**src/rtl/core/mbc1_pkg.sv**
```systemverilog
// Shared constants, request codes and the queue item type of the bank controller.
`default_nettype none
package mbc1_pkg;

  localparam int ROM_BANK_BYTES = 16384;
  localparam int RAM_BANK_BYTES = 8192;
  localparam int MAX_ROM_BANKS_DEF = 128;
  localparam int QUEUE_DEPTH_DEF = 4;

  localparam int ROM_ADDR_W = 21;
  localparam int RAM_ADDR_W = 15;
  localparam int CFG_DATA_W = 16;

  localparam logic [7:0] OPEN_BUS = 8'hFF;
  localparam logic [7:0] RAM_EN_KEY = 8'h0A;
  localparam logic [4:0] LOW_BANK_FIX = 5'b00001;

  localparam logic [1:0] REQ_READ = 2'd0;
  localparam logic [1:0] REQ_WRITE = 2'd1;
  localparam logic [1:0] REQ_LOAD = 2'd2;

  localparam logic [1:0] CFG_ROM_BANKS = 2'd0;
  localparam logic [1:0] CFG_BANK_MASK = 2'd1;
  localparam logic [1:0] CFG_RAM_BYTES = 2'd2;

  // Address regions by the top three address bits.
  localparam logic [2:0] REGION_RAM_EN = 3'b000;
  localparam logic [2:0] REGION_LOW_BANK = 3'b001;
  localparam logic [2:0] REGION_HIGH_BANK = 3'b010;
  localparam logic [2:0] REGION_MODE = 3'b011;
  localparam logic [2:0] REGION_RAM = 3'b101;

  typedef enum logic [2:0] {
    OP_NONE   = 3'd0,
    OP_ROM_RD = 3'd1,
    OP_RAM_RD = 3'd2,
    OP_ROM_WR = 3'd3,
    OP_RAM_WR = 3'd4
  } op_kind_t;

  typedef struct packed {
    op_kind_t                kind;
    logic [ROM_ADDR_W-1:0]   rom_addr;
    logic [RAM_ADDR_W-1:0]   ram_addr;
    logic [7:0]              data;
  } mem_op_t;

endpackage
`default_nettype wire

```
**src/rtl/core/mbc1_front.sv**
```systemverilog
// Front end: accepts items, keeps the bank registers and turns items into memory operations.
`default_nettype none
module mbc1_front
  import mbc1_pkg::*;
#(
  parameter int MAX_ROM_BANKS = MAX_ROM_BANKS_DEF
) (
  input  wire logic                  clk,
  input  wire logic                  rst,
  input  wire logic                  s_axis_tvalid,
  output logic                       s_axis_tready,
  input  wire logic [47:0]           s_axis_tdata,
  input  wire logic [1:0]            s_axis_tuser,
  input  wire logic                  cfg_valid,
  output logic                       cfg_ready,
  input  wire logic [1:0]            cfg_index,
  input  wire logic [CFG_DATA_W-1:0] cfg_data,
  input  wire logic                  q_full,
  output logic                       q_push,
  output mem_op_t                    q_item
);

  localparam int LIM_W = ROM_ADDR_W + 1;
  localparam logic [LIM_W-1:0] ROM_LIMIT = LIM_W'(MAX_ROM_BANKS * ROM_BANK_BYTES);
  localparam logic [7:0] ROM_BANK_LIMIT = 8'(MAX_ROM_BANKS);

  logic [7:0]  rom_banks;
  logic [4:0]  bank_mask;
  logic [15:0] ram_bytes;
  logic        ram_enabled;
  logic        bank_mode;
  logic [4:0]  low_rom_bank;
  logic [1:0]  high_bank;

  logic [1:0]            req_type;
  logic [15:0]           bus_address;
  logic [7:0]            bus_data;
  logic [ROM_ADDR_W-1:0] rom_load_address;
  logic [2:0]            region;
  logic [6:0]            hb_shift;
  logic [6:0]            bank_lo;
  logic [6:0]            bank_hi_raw;
  logic [6:0]            bank_hi;
  logic [6:0]            rom_bank;
  logic                  rom_ok;
  logic                  ram_ok;
  logic [1:0]            ram_bank;
  logic [4:0]            low_fixed;

  assign req_type         = s_axis_tuser;
  assign bus_address      = s_axis_tdata[15:0];
  assign bus_data         = s_axis_tdata[23:16];
  assign rom_load_address = s_axis_tdata[44:24];
  assign region           = bus_address[15:13];

  assign s_axis_tready = !q_full;
  assign q_push        = s_axis_tvalid && s_axis_tready;
  assign cfg_ready     = 1'b1;

  always_comb begin
    hb_shift    = {high_bank, 5'b00000};
    bank_lo     = (bank_mode && ({1'b0, hb_shift} < rom_banks)) ? hb_shift : 7'd0;
    bank_hi_raw = {high_bank, low_rom_bank};
    bank_hi     = ({1'b0, bank_hi_raw} < rom_banks) ? bank_hi_raw : {2'b00, low_rom_bank};
    rom_bank    = bus_address[14] ? bank_hi : bank_lo;
    rom_ok      = {1'b0, rom_bank} < ROM_BANK_LIMIT;
    ram_ok      = ram_enabled && (region == REGION_RAM) &&
                  ({3'b000, bus_address[12:0]} < ram_bytes);
    ram_bank    = bank_mode ? high_bank : 2'b00;
    low_fixed   = (bus_data[4:0] == 5'd0) ? LOW_BANK_FIX : bus_data[4:0];

    q_item.kind     = OP_NONE;
    q_item.rom_addr = {rom_bank, bus_address[13:0]};
    q_item.ram_addr = {ram_bank, bus_address[12:0]};
    q_item.data     = bus_data;
    case (req_type)
      REQ_READ: begin
        if (!bus_address[15]) begin
          if (rom_ok) q_item.kind = OP_ROM_RD;
        end else if (ram_ok) begin
          q_item.kind = OP_RAM_RD;
        end
      end
      REQ_WRITE: begin
        if (ram_ok) q_item.kind = OP_RAM_WR;
      end
      REQ_LOAD: begin
        q_item.rom_addr = rom_load_address;
        if ({1'b0, rom_load_address} < ROM_LIMIT) q_item.kind = OP_ROM_WR;
      end
      default: q_item.kind = OP_NONE;
    endcase
  end

  always_ff @(posedge clk) begin
    if (rst) begin
      ram_enabled  <= 1'b0;
      bank_mode    <= 1'b0;
      low_rom_bank <= 5'd0;
      high_bank    <= 2'd0;
    end else if (q_push && (req_type == REQ_WRITE)) begin
      case (region)
        REGION_RAM_EN:    ram_enabled  <= (bus_data == RAM_EN_KEY);
        REGION_LOW_BANK:  low_rom_bank <= bank_mask & low_fixed;
        REGION_HIGH_BANK: high_bank    <= bus_data[1:0];
        REGION_MODE:      bank_mode    <= bus_data[0];
        default: ;
      endcase
    end
  end

  always_ff @(posedge clk) begin
    if (rst) begin
      rom_banks <= 8'd2;
      bank_mask <= 5'd31;
      ram_bytes <= 16'd0;
    end else if (cfg_valid && cfg_ready) begin
      case (cfg_index)
        CFG_ROM_BANKS: rom_banks <= cfg_data[7:0];
        CFG_BANK_MASK: bank_mask <= cfg_data[4:0];
        CFG_RAM_BYTES: ram_bytes <= cfg_data;
        default: ;
      endcase
    end
  end

endmodule
`default_nettype wire

```
**config.mk**
```make
export PLATFORM = sky130hd
export DESIGN_NAME = mbc1_front
export DESIGN_NICKNAME = d
export VERILOG_FILES = /design/src/rtl/core/mbc1_pkg.sv /design/src/rtl/core/mbc1_front.sv
export SDC_FILE = /design/constraint.sdc
export NUM_CORES = 1
export LEC_CHECK = 0
export ABC_AREA = 0
export CORE_ASPECT_RATIO = 1.5
export CORE_UTILIZATION = 30
export DETAILED_ROUTE_END_ITERATION = 16
export DONT_BUFFER_PORTS = 1
export HOLD_SLACK_MARGIN = 0.03
export PLACE_DENSITY = 0.46
export SYNTH_ARGS = -nofsm -noshare
export SYNTH_HDL_FRONTEND = slang
export SYNTH_SLANG_ARGS = --single-unit
export TNS_END_PERCENT = 100
```
**constraint.sdc**
```tcl
create_clock -name clk -period 3 [get_ports clk]
set_input_delay 0.75 -clock clk [delete_from_list [all_inputs] [get_ports clk]]
set_output_delay 0.75 -clock clk [all_outputs]
set_load 0.03 [all_outputs]
```
# Word-level counts from Yosys, hierarchy flattened
# Cells that the tools add are included.
[classes] n_addsub=0 multipliers=0 div=0 magnitude_cmp=3 n_eq_ne=9 shift=0 n_mux=10 bitwise_logic=1 reduce_logical=17
[ops] operator="2-to-1 mux 21 bit" count=1
[ops] operator="2-to-1 mux 7 bit" count=3
[ops] operator="less-than comparator 13 x 16 -> 1 bit" count=1
[ops] operator="less-than comparator 7 x 8 -> 1 bit" count=2
[ops] operator="AND reduction 2 bit" count=7
[ops] operator="case mux 3 bit (3 select lines)" count=1
[ops] operator="equality test 8 x 4 -> 1 bit (second input constant)" count=1
[ops] operator="equality test 3 x 2 -> 1 bit (second input constant)" count=2
[ops] operator="2-to-1 mux 2 bit" count=3
[ops] operator="bitwise AND 5 bit" count=1
[ops] operator="logical AND 1 bit" count=5
[ops] operator="zero test 5 bit" count=1
[ops] operator="2-to-1 mux 5 bit" count=1
[ops] operator="equality test 2 x 1 -> 1 bit (second input constant)" count=2
[ops] operator="equality test 2 bit (second input constant)" count=2
[ops] operator="zero test 2 bit" count=2
[ops] operator="equality test 3 x 1 -> 1 bit (second input constant)" count=1
[ops] operator="equality test 3 bit (second input constant)" count=1
[ops] operator="zero test 3 bit" count=1
[ops] operator="2-to-1 mux 3 bit" count=1
[ops] operator="zero test 1 bit" count=1
[totals] register_bits=38 latchBits=0 ramBits=0 romBits=0 inputBits=73 out_inout_bits=50 mem_count=0

# Depth between registers and ports, before layout
[logic_depth] word_depth=6 mapped_depth=7

# Least setup slack after synthesis
# No wires, ideal clock.
[synth_path] kind="input-to-output" start="input s_axis_tdata[2]" end="output q_item[45] in the netlist's numbering" arrival_ps=2819 required_time_ps=2250 path_slack_ps=-569 cell_stages=6 cell_sequence="ha_1 a211o_1 a31oi_1 nor3_1 o31a_1 o41ai_1"
[synth_rtl] item="from (decl)" line="mbc1_front.sv:12" rtl="input wire logic [47:0] s_axis_tdata,"
[synth_rtl] item="to (decl)" line="mbc1_front.sv:20" rtl="output mem_op_t q_item"

==> flow_summary.json <==
{
  "final_util_pct": 34.7,
  "cts_made_buffers": 5,
  "required_ns": 2.25,
  "fp.coreArea_um2": 7710,
  "holdPathEnd": "ram_bytes[10]",
  "r2r_start": "rom_banks[1]",
  "root_buffer": "clkbuf_16",
  "io_pins": 123,
  "fin_setup_tns_ns": 0,
  "path_clk_slew_ns": 0.06,
  "antenna_cells": 0,
  "rows": 39,
  "routed_via_density": 5.05,
  "setup_viol": 0,
  "r2r-end": "rom_banks[1]",
  "drt_iter0_drc": 53,
  "htree_levels": 2,
  "dp_cells": 388,
  "synthCells": 309,
  "fin_cells": 397,
  "fillers": 880,
  "clk_latency_ns": 0.28,
  "min_period_ns": 2.99,
  "cts_tree": "yes",
  "hp-class": "reg -> reg",
  "avgSynthCellArea_um2": 7.86,
  "power_switching_uw": 322,
  "grt.overflow.total": 0,
  "path_buf_inv": 2,
  "synthTopCellsByArea": "dfxtp_1, ha_1, nand2_1, buf_4, a21oi_1",
  "power.leakage_nw": 0.982,
  "rsz0062_at_grt": "true",
  "ys_seq_area_share_pct": 31.3,
  "path_cells": "ha_4, a211o_1, a31oi_1, nor3_1, o31a_1, buf_6, nor4_4, buf_6",
  "critPathLaunchType": "input port",
  "status": "complete, no violations",
  "place_ws_ns": -0.376,
  "synth_cell_types": 39,
  "timing.final.crit_share_pct": 99.7,
  "nNetsFinal": 385,
  "power.share.combinational_pct": 14.6,
  "ys_warn_count": 0,
  "hold_depth": 2,
  "cap_violations": 0,
  "rrSetupSlack_ns": 2.20,
  "finalClockSkew_ns": 0.00331,
  "slew_headroom_pct": 57.4,
  "grt_pass1_vias": 1973,
  "fmax_mhz": 334,
  "drive_gt1_share_pct": 16.3,
  "place_congestion": 0.771,
  "worst-r2r-cell-count": 3,
  "path_max_fanout": 3,
  "hpwl_um": 4830,
  "p_sw_share_pct": 26.0,
  "crit_family": "compound AO/OA/AOI/OAI gates",
  "dpl_cell_area_um2": 2460,
  "antenna_found_initial": 0,
  "routed-via-count": 2004,
  "synth_edf_count": 0,
  "crit_type": "in -> out",
  "worst_slew_pin_slew_ns": 0.637,
  "critPathSlowestCell": "o31a_1",
  "grt_pass1_wl_um": 9580,
  "worstSetupEndpointType": "output port",
  "cts_max_path_buffers": 2,
  "ir_drop_mv": 0.236,
  "power_density_nw_per_um2": 463,
  "async_flop_share_pct": 0,
  "p_total_mw": 1.24,
  "synthFlopType": "dfxtp_1",
  "hold_buffers": 0,
  "holdWs_ns": 0.448,
  "wirelength_um": 6220,
  "p_int_uw": 918,
  "wire_per_inst_um": 15.7,
  "synth_seq_cells": 38,
  "grt_usage_pct": 15.2,
  "port_buffers": 0,
  "firstDrtPassIters": 4,
  "setup_ws_ns": 0.0100,
  "slew_viol_final": 0,
  "postRouteAntennaNets": 0,
  "die_area_um2": 8460,
  "power.share.sequential_pct": 42.6,
  "syn_nets": 400,
  "grt_max_degree": 39,
  "drcViolationCount": 0,
  "cpMostUsedCell": "buf_6",
  "synth_top_area_cell": "dfxtp_1",
  "die_x_um": 75.4,
  "final-hold-violation-count": 0,
  "clkSinkCount": 38,
  "die_h_um": 112,
  "start_util_pct": 31.5,
  "area_growth_pct": 10.4,
  "min_from": "ram_bytes[10]",
  "netlist_area_um2": 2430,
  "synth_common_cells": "nand2_1, dfxtp_1, a21oi_1",
  "fin_area_um2": 2680,
  "crit_arrival_ns": 2.24,
  "p_clk_share_pct": 42.7,
  "netlist.area_leader.share_pct": 31.3,
  "yosysMostFrequentCell": "nand2_1",
  "max_stage_delay_ns": 0.37
}
-- flip-flops by register name (all words and copies together) (netlist names) --
register,cells
high_bank,2
bank_mode,1
ram_enabled,1
bank_mask,5
low_rom_bank,5
ram_bytes,16
rom_banks,8
-- how the worst max path moves through the flow --
stage / startpoint / endpoint / slack (ns) / depth (start not counted)
after floorplan: s_axis_tdata[2] / q_item[45] / -0.04 / 6
after global placement: s_axis_tdata[9] / q_item[45] / -0.35 / 7
after detailed placement: s_axis_tdata[9] / q_item[45] / -0.38 / 7
after CTS: s_axis_tdata[2] / q_item[45] / -0.04 / 7
after global routing: s_axis_tdata[2] / q_item[46] / -0.07 / 8
final: s_axis_tdata[2] / q_item[46] / 0.01 / 8
-- cells by family after synthesis --
| logic type | Yosys count | share of synthesized area [%] |
|---|---|---|
| buffers and inverters | 60 | 12.9 |
| AO/OA/AOI/OAI | 56 | 13.8 |
| adder cells (fa/ha/maj) | 18 | 9.28 |
| other | 1 | 0.154 |
| multiplexers | 19 | 8.56 |
| AND/OR/NAND/NOR | 117 | 24.0 |
| flip-flops | 38 | 31.3 |
-- worst reg2reg max path, cell delays in order (launching register included) --
cell and delay (ns):
dfxtp_1 0.32, inv_1 0.07, nor2_1 0.05, a211o_1 0.25
-- power groups by stage --
stage / clock network (mW) / registers, mW / logic (mW)
global route: 0.571 / 0.530 / 0.200
detailed placement: 0 / 0.539 / 0.176
finish: 0.530 / 0.529 / 0.181
global placement: 0 / 0.539 / 0.175
CTS: 0.550 / 0.528 / 0.181
floorplan: 0 / 0.536 / 0.208
-- layout make-up --
class	instances	area, um^2	share of cell area, %
Multi-Input combinational cell	211	1440	53.6
Sequential cell	38	761	28.4
Clock buffer	6	139	5.18
Tap cell	102	128	4.76
Timing Repair Buffer	11	103	3.83
Inverter	27	101	3.78
Clock inverter	2	12.5	0.467
-- layout by cell type (no fill, tap or decap), drive strengths merged --
cell type  synthesis  routed
o41ai              1       1
or3                1       1
mux2              14      14
and2               2       2
o211ai             1       1
nor4               7       7
o31a               1       1
and3b              1       1
nand3             11      11
mux2i              5       5
and3               1       1
nor4b              2       2
nand2b             5       5
nor2              25      25
dfxtp             38      38
nor2b              1       1
clkinvlp           0       1
a31oi              1       1
clkbuf             8       6
clkinv             0       1
ha                18      18
nor3b              3       3
nor3               4       4
o21bai             1       1
a21oi             32      32
buf               25      11
a211oi             2       2
conb               1       1
o21ai              8       8
nand4b             1       1
inv               27      27
a211o              7       7
a32o               2       2
nand2             47      47
nand3b             3       3
nand4              3       3
-- layer usage --
metal	GRT usage [%]	wire length, um
met5	0	0
met4	4.94	106
met3	4.13	441
met2	28.0	3380
met1	16.0	2300
-- repair_timing --
action	CTS	global route
buffers inserted	1	0
gates resized for setup	5	5
setup endpoints to repair	2	4
pin swaps	5	3
No activity file was read; power rests on OpenSTA's default activity.
