File: config.mk
export PLATFORM = sky130hd
export DESIGN_NAME = mbc1_queue
export DESIGN_NICKNAME = d
export VERILOG_FILES = /design/src/rtl/core/mbc1_pkg.sv /design/src/rtl/core/mbc1_queue.sv
export SDC_FILE = /design/constraint.sdc
export NUM_CORES = 1
export LEC_CHECK = 0
export BUFFER_PORTS_ARGS = -buffer_cell sky130_fd_sc_hd__buf_4
export CAP_MARGIN = 20
export CORE_MARGIN = 2
export CORE_UTILIZATION = 40
export CTS_BUF_LIST = sky130_fd_sc_hd__clkbuf_8
export DETAILED_ROUTE_END_ITERATION = 12
export PLACE_DENSITY = 0.62
export SETUP_SLACK_MARGIN = 0.02
export SYNTH_ARGS = -nofsm -noshare
export SYNTH_HDL_FRONTEND = slang
export SYNTH_SLANG_ARGS = --single-unit
File: constraint.sdc
create_clock -name clk -period 4.45 [get_ports clk]
set_clock_uncertainty 0.2 [all_clocks]
set_input_delay 0.445 -clock clk [delete_from_list [all_inputs] [get_ports clk]]
set_output_delay 0.445 -clock clk [all_outputs]
set_load 0.02 [all_outputs]
File: src/rtl/core/mbc1_pkg.sv
// Shared constants, request codes and the queue item type of the bank controller.
`default_nettype none
package mbc1_pkg;

  localparam int ROM_BANK_BYTES = 16384;
  localparam int RAM_BANK_BYTES = 8192;
  localparam int MAX_ROM_BANKS_DEF = 128;
  localparam int QUEUE_DEPTH_DEF = 4;

  localparam int ROM_ADDR_W = 21;
  localparam int RAM_ADDR_W = 15;
  localparam int CFG_DATA_W = 16;

  localparam logic [7:0] OPEN_BUS = 8'hFF;
  localparam logic [7:0] RAM_EN_KEY = 8'h0A;
  localparam logic [4:0] LOW_BANK_FIX = 5'b00001;

  localparam logic [1:0] REQ_READ = 2'd0;
  localparam logic [1:0] REQ_WRITE = 2'd1;
  localparam logic [1:0] REQ_LOAD = 2'd2;

  localparam logic [1:0] CFG_ROM_BANKS = 2'd0;
  localparam logic [1:0] CFG_BANK_MASK = 2'd1;
  localparam logic [1:0] CFG_RAM_BYTES = 2'd2;

  // Address regions by the top three address bits.
  localparam logic [2:0] REGION_RAM_EN = 3'b000;
  localparam logic [2:0] REGION_LOW_BANK = 3'b001;
  localparam logic [2:0] REGION_HIGH_BANK = 3'b010;
  localparam logic [2:0] REGION_MODE = 3'b011;
  localparam logic [2:0] REGION_RAM = 3'b101;

  typedef enum logic [2:0] {
    OP_NONE   = 3'd0,
    OP_ROM_RD = 3'd1,
    OP_RAM_RD = 3'd2,
    OP_ROM_WR = 3'd3,
    OP_RAM_WR = 3'd4
  } op_kind_t;

  typedef struct packed {
    op_kind_t                kind;
    logic [ROM_ADDR_W-1:0]   rom_addr;
    logic [RAM_ADDR_W-1:0]   ram_addr;
    logic [7:0]              data;
  } mem_op_t;

endpackage
`default_nettype wire

File: src/rtl/core/mbc1_queue.sv
// Short first-in first-out queue of memory operations between front and back.
`default_nettype none
module mbc1_queue
  import mbc1_pkg::*;
#(
  parameter int DEPTH = QUEUE_DEPTH_DEF
) (
  input  wire logic    clk,
  input  wire logic    rst,
  input  wire logic    push,
  input  wire mem_op_t push_item,
  input  wire logic    pop,
  output mem_op_t      head_item,
  output logic         full,
  output logic         empty
);

  localparam int PW = $clog2(DEPTH);
  localparam int CW = $clog2(DEPTH + 1);
  localparam logic [CW-1:0] FULL_COUNT = CW'(DEPTH);

  mem_op_t       slots [DEPTH];
  logic [PW-1:0] wr_ptr;
  logic [PW-1:0] rd_ptr;
  logic [CW-1:0] count;

  assign full      = (count == FULL_COUNT);
  assign empty     = (count == '0);
  assign head_item = slots[rd_ptr];

  always_ff @(posedge clk) begin
    if (push) slots[wr_ptr] <= push_item;
  end

  always_ff @(posedge clk) begin
    if (rst) begin
      wr_ptr <= '0;
      rd_ptr <= '0;
      count  <= '0;
    end else begin
      if (push) wr_ptr <= wr_ptr + 1'b1;
      if (pop) rd_ptr <= rd_ptr + 1'b1;
      case ({push, pop})
        2'b10:   count <= count + 1'b1;
        2'b01:   count <= count - 1'b1;
        default: count <= count;
      endcase
    end
  end

endmodule
`default_nettype wire

[Yosys cells after proc, flatten, opt, wreduce, memory -nomap -nowiden]
Memory sizes are Yosys's and may differ from the RTL's. A register that Yosys moved wholly into a read port is not among the register bits.
Index checks and enable logic that the tools add are counted.
Storage, ports and cells
  flip-flop bits (word level): 7
  RAM bits: 188
  input port bits: 51
  logic and storage cells: 18
  memories kept: 1
Memories
  slots: words 4, width 47, read ports 1, clocked after memory_dff 1, write ports 1, RTL line mbc1_queue.sv:22  | mem_op_t slots [DEPTH];
Cells by class
  $add $sub $neg: 4
  equality and inequality tests: 3
  muxes and demuxes: 5
  reduce and logical (&&, ||, !) cells: 2
Operators by type and width (number)
  case mux 3 bit (2 select lines): 1
  adder 2 x 1 -> 2 bit, second input constant: 2
  two-way mux 2 bit: 2
  adder 3 x 1 -> 3 bit, second input constant: 1
  equality test 3 bit, second input constant: 1
  logical NOT 3 bit: 1
  subtractor 3 x 1 -> 3 bit, second input constant: 1
  equality test 2 x 1 -> 1 bit, second input constant: 1
  equality test 2 bit, second input constant: 1
  two-way mux 1 bit: 2
  nonzero test 2 bit: 1

[Logic depth before layout (Yosys ltp)]
Gate-level depths: netlist of run 1.
  word-level depth: 3
  depth in mapped cells: 7
  mapped depth without buffers: 7

[Least setup slack after synthesis of run 1]
Ideal clock, no wire load.
  kind: register to register
  start point: register wr_ptr[0]
  end point: memory slots[2][0] in the netlist's numbering, enable pin
  library setup time: 409 ps
  arrival: 1667 ps
  data required time: 3841 ps
  path slack: 2173 ps
  stages on the path, launching flop included: 4
  path buffers: 0
  period minus slack after synthesis: 2277 ps
  cells stage by stage: dfxtp_1 inv_1 ha_1 and2_1
RTL lines
  from (decl): RTL line mbc1_queue.sv:23  | logic [PW-1:0] wr_ptr;
  from (signal assigned): RTL line mbc1_queue.sv:41  | if (push) wr_ptr <= wr_ptr + 1'b1;
  to (decl): RTL line mbc1_queue.sv:22
No word-level cell before the write port.

==> impl_summary.md, run 1 <==
Yosys
The count of cell types in the netlist is 22. Dividing the synthesized area by the synthesized cell count gives 24.8 µm². The synthesized netlist occupies a cell area of 7240 µm². Ranked by instance count, the synthesized netlist is headed by sky130_fd_sc_hd__edfxtp_1, sky130_fd_sc_hd__mux4_2, sky130_fd_sc_hd__dfxtp_1, sky130_fd_sc_hd__nor2_1, sky130_fd_sc_hd__inv_1. The count of yosys warnings during synthesis is 0. Synthesis produced a netlist whose cell count is 292. The number of enable flip-flop cells after synthesis is 188. Synthesis inferred 197 register bits. Yosys attributes the largest share of cell area to sky130_fd_sc_hd__edfxtp_1, sky130_fd_sc_hd__mux4_2, sky130_fd_sc_hd__dfxtp_1. In this run the biggest area consumer among cell types represents 78.0% of the synthesized area.

The fraction of the yosys area taken by sequential cells is around four fifths. The post-synthesis net count is 349. The share of async-settable or async-resettable flops after synthesis is 0%. The top cell type by total area after synthesis is sky130_fd_sc_hd__edfxtp_1. The most common cell in the synthesized netlist is sky130_fd_sc_hd__edfxtp_1. In the synthesized netlist the dominant register cell turns out to be sky130_fd_sc_hd__edfxtp_1.

Final layout
Cells with a size suffix above 1 make up 40.6% of the layout. The total of fill cells in the finished design is 1398. For this run, the post-layout net count is 510. 0 antenna diodes ended up in the layout.

The area growth from synthesis to final layout is 27.0%.

Floorplanning
The floorplan step defined a die boundary enclosing 19200 µm². After floorplanning, the core was sized to cover 17800 µm². During I/O placement, the number of pins put on the boundary was 100. The horizontal die dimension is between 100 and 150 µm. The count of standard-cell rows is 49. For this configuration, the core starts out at a cell density of between 40 and 50%. The y dimension of the die is 139 µm.

Detailed routing
The average detailed-routed wire length per instance is 18.5 µm. The total via count after detailed routing is 3411. The violation count after the first detailed-route iteration is around 120. For this block, the routed nets add up to 12.8 mm of wire.

In the routed layout, each cell is associated on average with a via count of 4.91. The antenna violation net count after detailed routing is 0. After detailed routing, the number of remaining DRC violations is 0. The length of the first detailed-routing pass in iterations is 4.

Place
Prior to clock tree synthesis, the placed netlist has a worst setup slack of 1.90 ns. The final RePlAce weighted congestion is 0.652. The total half-perimeter wirelength after legalization and detailed placement is 7.58 mm. The number of buffers inserted by port buffering is ~100.

Global route
The pin count of the biggest net entering global routing is 48. The total overflow left after global routing is 0. The via count of the first global-routing pass is 3820. The total global routing track utilization is 14.1%. The initial antenna violation count is 0.

The first-pass GRT wire length is 20.5 mm.

Worst setup path
The critical path in this run is classified as flop to output port. The largest fanout on the critical path is 29. The required time of the critical path is 3.81 ns. The beginning of the worst register-to-register path is wr_ptr[0]. At the worst endpoint, the arrival time is 2.33 ns.

The worst setup path is captured at an output port. STA classifies the critical path startpoint as a flop.

Worst hold path
The source of the worst hold timing path is pop. The worst hold path belongs to the class input port to flop.

Timing
Setup slack on the critical path of the routed design comes to 1.47 ns. The post-route setup TNS is 0 ns. The final number of hold-violating endpoints is 0. The worst max-slew margin expressed relative to the limit is 33.3%.

Setup repair after global routing left no endpoint under its margin. The worst path needs about 3.0 ns of the cycle, external delays included. The final setup violation count is 0. The actual transition at the worst max-transition pin is between 0.9 and 1 ns.

Static timing analysis puts the maximum clock frequency at between 300 and 400 MHz. The final critical path takes up between 60% and 70% of the cycle. The count of pins over their slew limit is 0.

Pwr
Power spread over the standard cell area amounts to ~430 nW/µm². The switching power share of the total is 22.2%. The analysis attributes to cell leakage a power of 3.13 nW. The sequential power share is a little over half. The internal power of the cells totals 3.10 mW.

The combinational cell fraction of total power is 12.9%. The worst-case IR drop observed on VDD is ~0.00017 V. For this design the total switching power over the nets is 0.883 mW. The share of power burned in the clock network is 32.6%.

Run
The max-capacitance violation count is 0.

Clock network
The clock tree synthesis step divided the H-tree into 4 levels. The buffer levels on the longest clock path is 2. The clock-pin transition on the worst setup and hold timing paths is ~0.090 ns. Counting every sink on the clock net gives 197. The number of buffers added by the clock tree synthesis step is 17. The clock latency of the later-clocked register in the worst-skew pair is 0.46 ns. TritonCTS built the clock tree.

The number of gates resized after CTS was 0. The tree is rooted in a sky130_fd_sc_hd__clkbuf_8.

Status
The run finished with clean final reports.
==> cell usage in the layout (no fill, tap or decap) <==
cell	instances
sky130_fd_sc_hd__edfxtp_1	188
sky130_fd_sc_hd__buf_4	104
sky130_fd_sc_hd__dlygate4sd3_1	48
sky130_fd_sc_hd__mux4_2	47
sky130_fd_sc_hd__clkbuf_8	20
sky130_fd_sc_hd__nor2_1	8
sky130_fd_sc_hd__inv_1	7
sky130_fd_sc_hd__dfxtp_1	7
sky130_fd_sc_hd__ha_1	5
sky130_fd_sc_hd__bufinv_16	5
sky130_fd_sc_hd__and2_2	4
sky130_fd_sc_hd__xor2_1	3
sky130_fd_sc_hd__clkinv_4	3
sky130_fd_sc_hd__clkinvlp_4	3
sky130_fd_sc_hd__xnor2_1	2
sky130_fd_sc_hd__a21oi_1	2
sky130_fd_sc_hd__nor3_1	1
sky130_fd_sc_hd__and3_1	1
sky130_fd_sc_hd__nand2_1	1
sky130_fd_sc_hd__mux2i_1	1
sky130_fd_sc_hd__o21ai_0	1
sky130_fd_sc_hd__or3_1	1
sky130_fd_sc_hd__fa_1	1
sky130_fd_sc_hd__dfxtp_4	1
sky130_fd_sc_hd__dfxtp_2	1
sky130_fd_sc_hd__buf_16	1
==> final timing paths <==
path,slack [ns],depth (start not counted),to
worst max-delay path,1.47,3,head_item[29]
worst min-delay path,0.1,3,rd_ptr[0]
worst max register to register,2.14,4,slots[0][23]
worst min register to register,0.33,2,count[2]
==> cell families (layout without fill, tap and decap cells) <==
kind of cell | Yosys count | count (layout) | share of synthesized area [%]
buf+inv | 17 | 191 | 1.78
compound gates | 3 | 3 | 0.207
fa+ha+maj | 6 | 6 | 1.14
flops | 197 | 197 | 80.5
xor+xnor | 5 | 5 | 0.605
simple gates | 16 | 16 | 1.05
mux | 48 | 48 | 14.8
==> critical path: stages (launching register included) <==
cell and delay [ns]:
sky130_fd_sc_hd__dfxtp_2 0.88, sky130_fd_sc_hd__buf_4 0.44, sky130_fd_sc_hd__mux4_2 0.37, sky130_fd_sc_hd__buf_4 0.18
==> cell type report <==
class                   instances  area [µm²]  area share [%]
flip-flops and latches        197        5830            63.4
repair buffers                153        1290            14.0
clock buffers                  20         275            2.99
clock inverters                12         203            2.20
well taps                     229         287            3.12
multi-input cells              78        1290            14.0
inverters                       6        22.5           0.245
==> stage by stage <==
step	utilization [%]	hold slack, ns	total power, mW	cells	cell area, µm²
4_1_cts	51.4	0.0610	4.02	694	9170
2_1_floorplan	-	0.267	2.49	292	7240
5_1_grt	51.6	0.0823	4.13	695	9200
3_5_place_dp	46.0	0.317	2.70	614	8210
3_3_place_gp	46.0	0.285	2.69	614	8210
6_report	51.6	0.0976	3.98	695	9200
==> timing repair <==
item                                   in CTS  in global routing
hold buffers                               48                  0
buffers inserted                            0                  0
endpoints found under the hold margin     196                  0
==> state kept, by name (all words and copies together), names as in the netlist, named ones only <==
name and count:
slots 188, wr_ptr 2, count 3, rd_ptr 2
==> routing by layer <==
layer | track usage (%) | wire [µm] | vias up
li1 | - | - | 1536
met1 | 17.3 | 5560 | 1767
met2 | 23.5 | 6340 | 90
met3 | 4.87 | 732 | 18
met4 | 5.10 | 216 | 0
met5 | 0 | 0 | -
==> power by group through the flow <==
| stage | combinational (mW) | clock (mW) | sequential (mW) |
|---|---|---|---|
| final | 0.515 | 1.30 | 2.17 |
| after global routing | 0.556 | 1.40 | 2.18 |
| after global placement | 0.461 | 0 | 2.22 |
| after floorplan | 0.305 | 0 | 2.18 |
| after CTS | 0.505 | 1.33 | 2.19 |
| after detailed placement | 0.468 | 0 | 2.23 |
Note: power is estimated with default switching activity, not from simulation.
==> inputs of run 2 (changes only) <==
Settings changed: ABC_AREA from default to 1, PLACE_DENSITY 0.62 to 0.64.
Clock period 4.45 ns to 2.44 ns, I/O delays scaled along.
==> run 2 against run 1 <==
Sequential share of layout area shrank 3.3 points. First-iteration DRC count grew to 2.6 times the previous value. Wire length grew 23%. Global-route usage grew 1.6 points. Die area grew 7.8%. Sequential power grew 79%. Sequential cell count is the same. Combinational power grew 94%. Cell area grew 5.4%. Total power grew 71%. Register-to-register slack lost 1.4 ns. Worst setup slack lost 1.3 ns.
==> impl_summary.md, run 2 <==
Yosys
The count of cell types in the netlist is 23. After technology mapping, the gate count stands at about 500. The average cell area after synthesis is 15.2 µm². The count of yosys warnings during synthesis is 0.

The main combinational cell family by area after synthesis is compound AO/OA/AOI/OAI gates. Sorting the synthesized cells by area gives the leading types as sky130_fd_sc_hd__edfxtp_1, sky130_fd_sc_hd__o21ai_0, sky130_fd_sc_hd__o22ai_2. The share of async-settable or async-resettable flops after synthesis is 0%. Counting instances in the post-synthesis netlist gives the leading cell types as sky130_fd_sc_hd__edfxtp_1, sky130_fd_sc_hd__o21ai_0, sky130_fd_sc_hd__nor2_1, sky130_fd_sc_hd__nor2_4, sky130_fd_sc_hd__o22ai_2. The number of enable flip-flop cells after synthesis is 188. Summing the areas of all fa, ha and maj instances in the mapped netlist gives 1.06% of the synthesized area. The post-synthesis net count is 570.

The compound-gate portion of the synthesized area is 12.8%. The synthesized netlist devotes just under 8% of its cell area to simple gates. The most used flip-flop cell after synthesis is sky130_fd_sc_hd__edfxtp_1. The xor and xnor area share after synthesis is 0%. The fraction of the yosys area taken by sequential cells is between 70 and 80%. The portion of synthesized area spent on multiplexers is 0%. The top cell type's share of synthesized area is 72.2%. The most common cell in the synthesized netlist is sky130_fd_sc_hd__edfxtp_1. In this run, synthesis produced a sequential element count of 197. The synthesized design spends more area on one cell type than any other, namely sky130_fd_sc_hd__edfxtp_1.

After synthesis the cells add up to about 8000 µm².

Pwr
In this run the power density over the cells is around 700 nW/µm². The cell leakage power is 3.38 nW. VDD sags by at most 0.000387 V. The power after layout is 6.79 mW.

Clock network
The number of buffers added by the clock tree synthesis step is 17. The clock passes through at most 2 buffers. The clock net in this run drives a total of 197 sinks. The clock latency of the later-clocked register in the worst-skew pair is 0.47 ns. The clock-pin transition on the worst setup and hold timing paths is roughly 0.1 ns. The master cell of the clock root buffer is sky130_fd_sc_hd__clkbuf_8. In this run, post-CTS repair resized a total of 0 instances. The TritonCTS clock tree is yes. The H-tree depth is 4.

Global route
The initial antenna violation count is 1. The first-pass GRT wire length is 24.2 mm. The pin count of the biggest net entering global routing is between 60 and 70. Across every metal layer, demand over resource in global routing totals 15.7%. After global routing the overflow that remains totals 0. The via count of the first global-routing pass was 4679.

Timing
The worst max-slew margin expressed relative to the limit is between 60% and 70%. Timing would allow up to roughly 440 MHz. Adding up every negative setup slack in the final design gives 0 ns.

The count of pins over their slew limit is 0. The clock period minus worst slack is 2.27 ns. The worst hold slack is 0.253 ns. The post-route fraction of the period consumed by the critical path is 92.9%.

The final number of hold-violating endpoints is 0. For the pin with the worst max-slew slack, the measured transition is 0.503 ns. Setup repair after global routing left no endpoint under its margin. The final setup violation count is 0.

Detailed routing
The first TritonRoute pass finished after 4 iterations. The detail route stage leaves a number of antenna-violating nets equal to 0. The detail-routed via count per cell is approximately 4.9. The total via count after detailed routing is 4606.

The routed design has 15.8 mm of wire. For this run, design rule violations remaining after detail routing come to 0. Dividing the detail-routed wire length by the instance count gives 16.6 µm. The violation count after the first detailed-route iteration is approximately 320.

Floorplanning
The effective utilization at floorplan is 40.5%. The full die area is 20700 µm². The count of standard-cell rows is 51.

100 I/O pins were placed. The y dimension of the die is 144 µm. The die is 144 µm wide.

The total area inside the core boundary comes to 19300 µm².

Final layout
The flip-flop count of the largest register, all copies and words added is 188. slots holds more flip-flops than any other register. The top cell types in the final layout, fill and taps aside, are sky130_fd_sc_hd__edfxtp_1, sky130_fd_sc_hd__buf_4, sky130_fd_sc_hd__o21ai_0. The area growth from synthesis to layout is 24.0%. For this run, the share of the core covered by cells in the final layout is 50.2%. The largest registers in the layout are slots (188), count (3). The most common cell after layout, fill and taps aside is sky130_fd_sc_hd__edfxtp_1. Of the cells placed in the final design, the portion with a size suffix greater than 1 is 30.9%. The net total in the final layout is 727.

Worst setup path
Data on the critical path is required at its endpoint by 2.00 ns. The worst register-to-register path ends at slots[2][27]. On the critical path, the stage with the largest delay is an instance of sky130_fd_sc_hd__dfxtp_4. Counting cells, the worst reg-to-reg path comes to 5. The element type at the critical path end is an output port. The beginning of the worst register-to-register path is wr_ptr[0]. Across all register-to-register paths, the minimum setup slack is around 0.70 ns. The critical path goes through inv_4, buf_12, o21ai_0, o22ai_2, buf_4. At the worst endpoint, the arrival time is 1.82 ns. The kind of cell with the highest combined delay along the critical path is buffers and inverters. In this run the worst path has a maximum fanout of 62.

STA classifies the critical path startpoint as a flop. The setup path with the least slack is of type flop to output port. The number of buffers and inverters on the critical path is 3. The largest single stage delay on the critical path is 0.37 ns.

Place
The congestion estimate from routability-driven global placement came to 0.711. In this run the tool buffered the top-level ports with ~100 buffer cells. Detailed placement ended at an HPWL of 9.36 mm.

Status
The run finished with clean final reports.

Worst hold path
The number of instances on the worst hold path is 1. For hold timing, the worst endpoint is rd_ptr[1]. The class of the tightest hold or removal check is flop to flop. The source of the worst hold timing path is rd_ptr[1].

Run
The max-capacitance violation count is 0.
## run 2: cell count changes in the layout (fill, tap and decap cells not counted), moves of 5 or more
cell,before,now
sky130_fd_sc_hd__nor2_1,8,70
sky130_fd_sc_hd__mux4_2,47,0
sky130_fd_sc_hd__o21ai_1,0,10
sky130_fd_sc_hd__o22ai_1,0,20
sky130_fd_sc_hd__o21ai_0,1,87
sky130_fd_sc_hd__o22ai_2,0,27
sky130_fd_sc_hd__inv_1,7,12
sky130_fd_sc_hd__nand2_1,1,9
sky130_fd_sc_hd__buf_4,104,115
sky130_fd_sc_hd__inv_2,0,5
sky130_fd_sc_hd__nor2_4,0,27
sky130_fd_sc_hd__bufinv_16,5,0
## run 2: repair_timing
| action | CTS | global route |
|---|---|---|
| buffers inserted | 0 | 0 |
| hold buffers | 52 | 0 |
| endpoints found under the hold margin | 197 | 0 |
## run 2: power breakdown
| group | total (mW) | switching (mW) | internal, mW | leakage [nW] |
|---|---|---|---|---|
| Combinational | 0.998 | 0.596 | 0.402 | 1.41 |
| Clock | 1.90 | 1.17 | 0.728 | 0.167 |
| Sequential | 3.89 | 0.0390 | 3.85 | 1.80 |
| Total | 6.79 | 1.81 | 4.98 | 3.38 |
## run 2: how the worst max path moves through the flow
stage | to | depth (start not counted)
floorplan | slots[2][0] | 4
global placement | head_item[27] | 5
detailed placement | count[2] | 10
CTS | head_item[43] | 5
global route | head_item[29] | 5
finish | head_item[43] | 5
## run 2: cell type report
cell class	instances	area, µm²
fill	1659	9640
sequential	197	5830
multi-input combinational	268	1700
timing repair buffer	168	1400
tap	265	332
clock buffer	17	234
clock inverter	15	121
inverter	18	70.1
antenna	1	2.50
## run 2: stage by stage
| stage | worst slack, ns | cells | cell area [µm²] |
|---|---|---|---|
| final | 0.173 | 949 | 9700 |
| after global routing | 0.0684 | 949 | 9700 |
| after CTS | 0.154 | 948 | 9700 |
| after detailed placement | 0.622 | 864 | 8820 |
| after global placement | 0.691 | 864 | 8820 |
| after floorplan | 0.330 | 513 | 7820 |
## run 2: kinds of logic after synthesis
group,count (synthesis)
DFF,197
AOI/OAI and AO/OA,152
and+or+nand+nor,110
buffers and inverters,48
adders and majority gates,6
## run 2: worst register-to-register path, delay by kind of cell, from the launching register on
kind          cells  cell delay [ns]
simple gates      1             0.06
buf+inv           3             0.59
flops             1             0.34
fa+ha+maj         1             0.16
## run 2: metal layers
layer | vias up | GRT usage [%] | share of wire [%]
met2 | 90 | 27.0 | 51
met5 | - | 0 | 0
met3 | 19 | 3.23 | 3.9
met1 | 2279 | 19.5 | 43
met4 | 0 | 6.45 | 1.5
li1 | 2218 | - | -
==> inputs of run 3 (changes only) <==
Settings changed: CORE_UTILIZATION 40 to 50, PLACE_DENSITY 0.64 to 0.76.
==> run 3 against run 2 <==
Sequential cell count unchanged. Register-to-register slack got worse by 0.04 ns. Utilization rose by 13 points. Critical endpoint is now head_item[3]. Cell area about the same. Via count up 2.5%. Largest cell class unchanged. Critical path depth is the same. Total power increased by 0.52%.
==> impl_summary.md, run 3 (synthesis results as in run 2) <==
Worst setup path
The worst register-to-register path begins at wr_ptr[1]. The worst setup path is captured at an output port. The setup path with the least slack is of type flop to output port. The cell family contributing the most delay on the critical path is buffers and inverters.

The worst reg2reg path depth is 5. The kind of launch point of the worst setup path is a flop. In this run the worst path has a maximum fanout of 22. The slowest stage of the critical path belongs to the cell sky130_fd_sc_hd__dfxtp_4. The worst-case register-to-register setup slack is 0.66 ns. Together, buffers and inverters on the worst path number 3. The most common cell type on the critical path is sky130_fd_sc_hd__buf_4. The required time of the critical path is 2.00 ns. The endpoint identified for the worst register-to-register timing path is slots[1][43].

The critical path depth in cells is 5. The biggest cell delay along the critical path is approximately 0.42 ns. The signal on the critical path passes through inv_4, buf_4, o21ai_0, o22ai_2, buf_4. The data arrival time of the worst path is 1.84 ns.

Final layout
After routing the design area is a little under 10000 µm². The register with the most flip-flops in the layout has 188 of them. 0 antenna diodes ended up in the layout.

From synthesis to final layout, the design area changed by 23.9%. Of the cells placed in the final design, the portion with a size suffix greater than 1 is 30.3%. The share of the core filled with cells is 63.5%. In the final layout, the registers with the most flip-flops are slots (188), count (3). The register with the most flip-flops is slots. The most common cell after layout, fill and taps aside is sky130_fd_sc_hd__edfxtp_1. In the layout the commonest cells are sky130_fd_sc_hd__edfxtp_1, sky130_fd_sc_hd__buf_4, sky130_fd_sc_hd__o21ai_0. The net total in the final layout is approximately 730.

Detailed routing
Before antenna repair, the detailed router went through 4 iterations. The detail route stage leaves a number of antenna-violating nets equal to 0. The total via count after detailed routing is about 4700. After detailed routing, the met2 layer carries 8.22 mm of wire. The average detailed-routed wire length per instance is 17.9 µm. The number of design rule violations left after detail routing is 0.

The wire length on met3 is 574 µm. After detailed routing, the wire length on met1 is 6.90 mm. The routed wire length is 16.0 mm. The top layer used by detailed routing is met4.

In this run, the number of DRC markers left after iteration 0 of detailed routing was 360. Dividing the detail-routed via count by the number of cells gives about 5.3.

Pwr
Total power for the finished layout comes to 6.82 mW. The power density over the cells is 704 nW/µm². Summed over all cells, the static leakage comes to ~3.4 nW. The maximum resistive drop on vdd is 0.000416 V.

Timing
Across all hold checks on the routed design, the worst slack comes to around 0.24 ns. Timing would allow up to approximately 440 MHz. The final number of hold-violating endpoints was 0. The post-route setup TNS is 0 ns. At the pin with the least slew margin, the transition time is about 0.46 ns. Setup repair after global routing left no endpoint under its margin. The worst max-slew margin expressed relative to the limit is 69.0%. In the finished design, the share of the clock period the worst path needs comes to 93.5%.

The count of pins over their slew limit was 0. The final setup violation count is 0. The clock period minus worst slack is roughly 2.3 ns.

Run
The max-capacitance violation count is 0.

Floorplanning
The I/O pin total is 100. The floorplan step set the die height to 129 µm. The floorplan has 45 rows. The area of the core region is 15300 µm². The die is 129 µm wide.

The die covers 16700 µm². The effective utilization at floorplan is 51.3%.

Clock network
The TritonCTS clock tree is yes. The H-tree depth is 4. The master cell of the clock root buffer is sky130_fd_sc_hd__clkbuf_8.

TritonCTS created 17 clock buffers. In this run the deepest clock path goes through 2 buffers. Clock-pin slew was measured on the worst setup and hold paths at 0.09 ns. The clock latency of the later-clocked register in the worst-skew pair is ~0.46 ns. For this design, the sink count on the clock tree is between 150 and 200.

Global route
The initial antenna violation count is 0. The via count of the first global-routing pass is around 4900. In the global route stage, overall resource usage came out at 19.9%. The first-pass GRT wire length is 24.7 mm.

Entering global routing, the biggest net connects 49 pins. The overflow left after global routing is 0.

Place
Once placement finished, the instance area stood at 8810 µm². The number of buffers inserted by port buffering is 99. Detailed placement ended at an HPWL of 9.29 mm. The final RePlAce weighted congestion is around 0.77.

Status
The run finished with clean final reports.

Worst hold path
The path class of the tightest hold or removal check is flop to flop. The source of the worst hold timing path is rd_ptr[1]. Counting instances, the worst hold path has a depth of 1.
run 3: cell count changes in the layout (fill, tap and decap cells not counted), sizes merged, moves of 2 or more:
cell      change
bufinv        +2
clkinv        +2
clkinvlp      -2
inv           -4
run 3: worst max-delay path by stage:
stage,from,to,slack [ns]
floorplan,wr_ptr[0],slots[2][0],0.33
global placement,flop,head_item[25],0.62
detailed placement,flop,head_item[10],0.56
CTS,flop,head_item[10],0.04
global route,flop,head_item[3],0.04
finish,flop,head_item[3],0.16
run 3: final cells by class:
class                      instances  area (µm²)
sequential                       197        5830
fill                            1082        5570
multi-input combinational        268        1700
timing repair buffer             167        1470
tap                              211         264
clock buffer                      17         234
clock inverter                    13         120
inverter                          18        70.1
run 3: power by group:
part | internal, mW | leakage (nW) | switching, mW
Combinational | 0.415 | 1.43 | 0.601
Sequential | 3.85 | 1.80 | 0.0470
Clock | 0.876 | 0.178 | 1.03
run 3: metrics by stage:
step / instances / worst slack [ns]
floorplan: 513 / 0.330
global placement: 809 / 0.615
detailed placement: 809 / 0.558
CTS: 890 / 0.0368
global route: 891 / 0.0356
finish: 891 / 0.160
run 3: per-layer routing:
layer | GRT usage, % | vias to the layer above
li1 | - | 2218
met1 | 24.0 | 2348
met2 | 35.0 | 127
met3 | 4.42 | 27
met4 | 7.67 | 0
met5 | 0 | -
run 3: timing repair:
action | 4_1_cts | 5_1_grt
resized for setup | 0 | 1
hold buffers | 51 | 0
setup buffers | 0 | 1
endpoints found under the setup margin | 0 | 18
hold endpoints to repair | 197 | 0
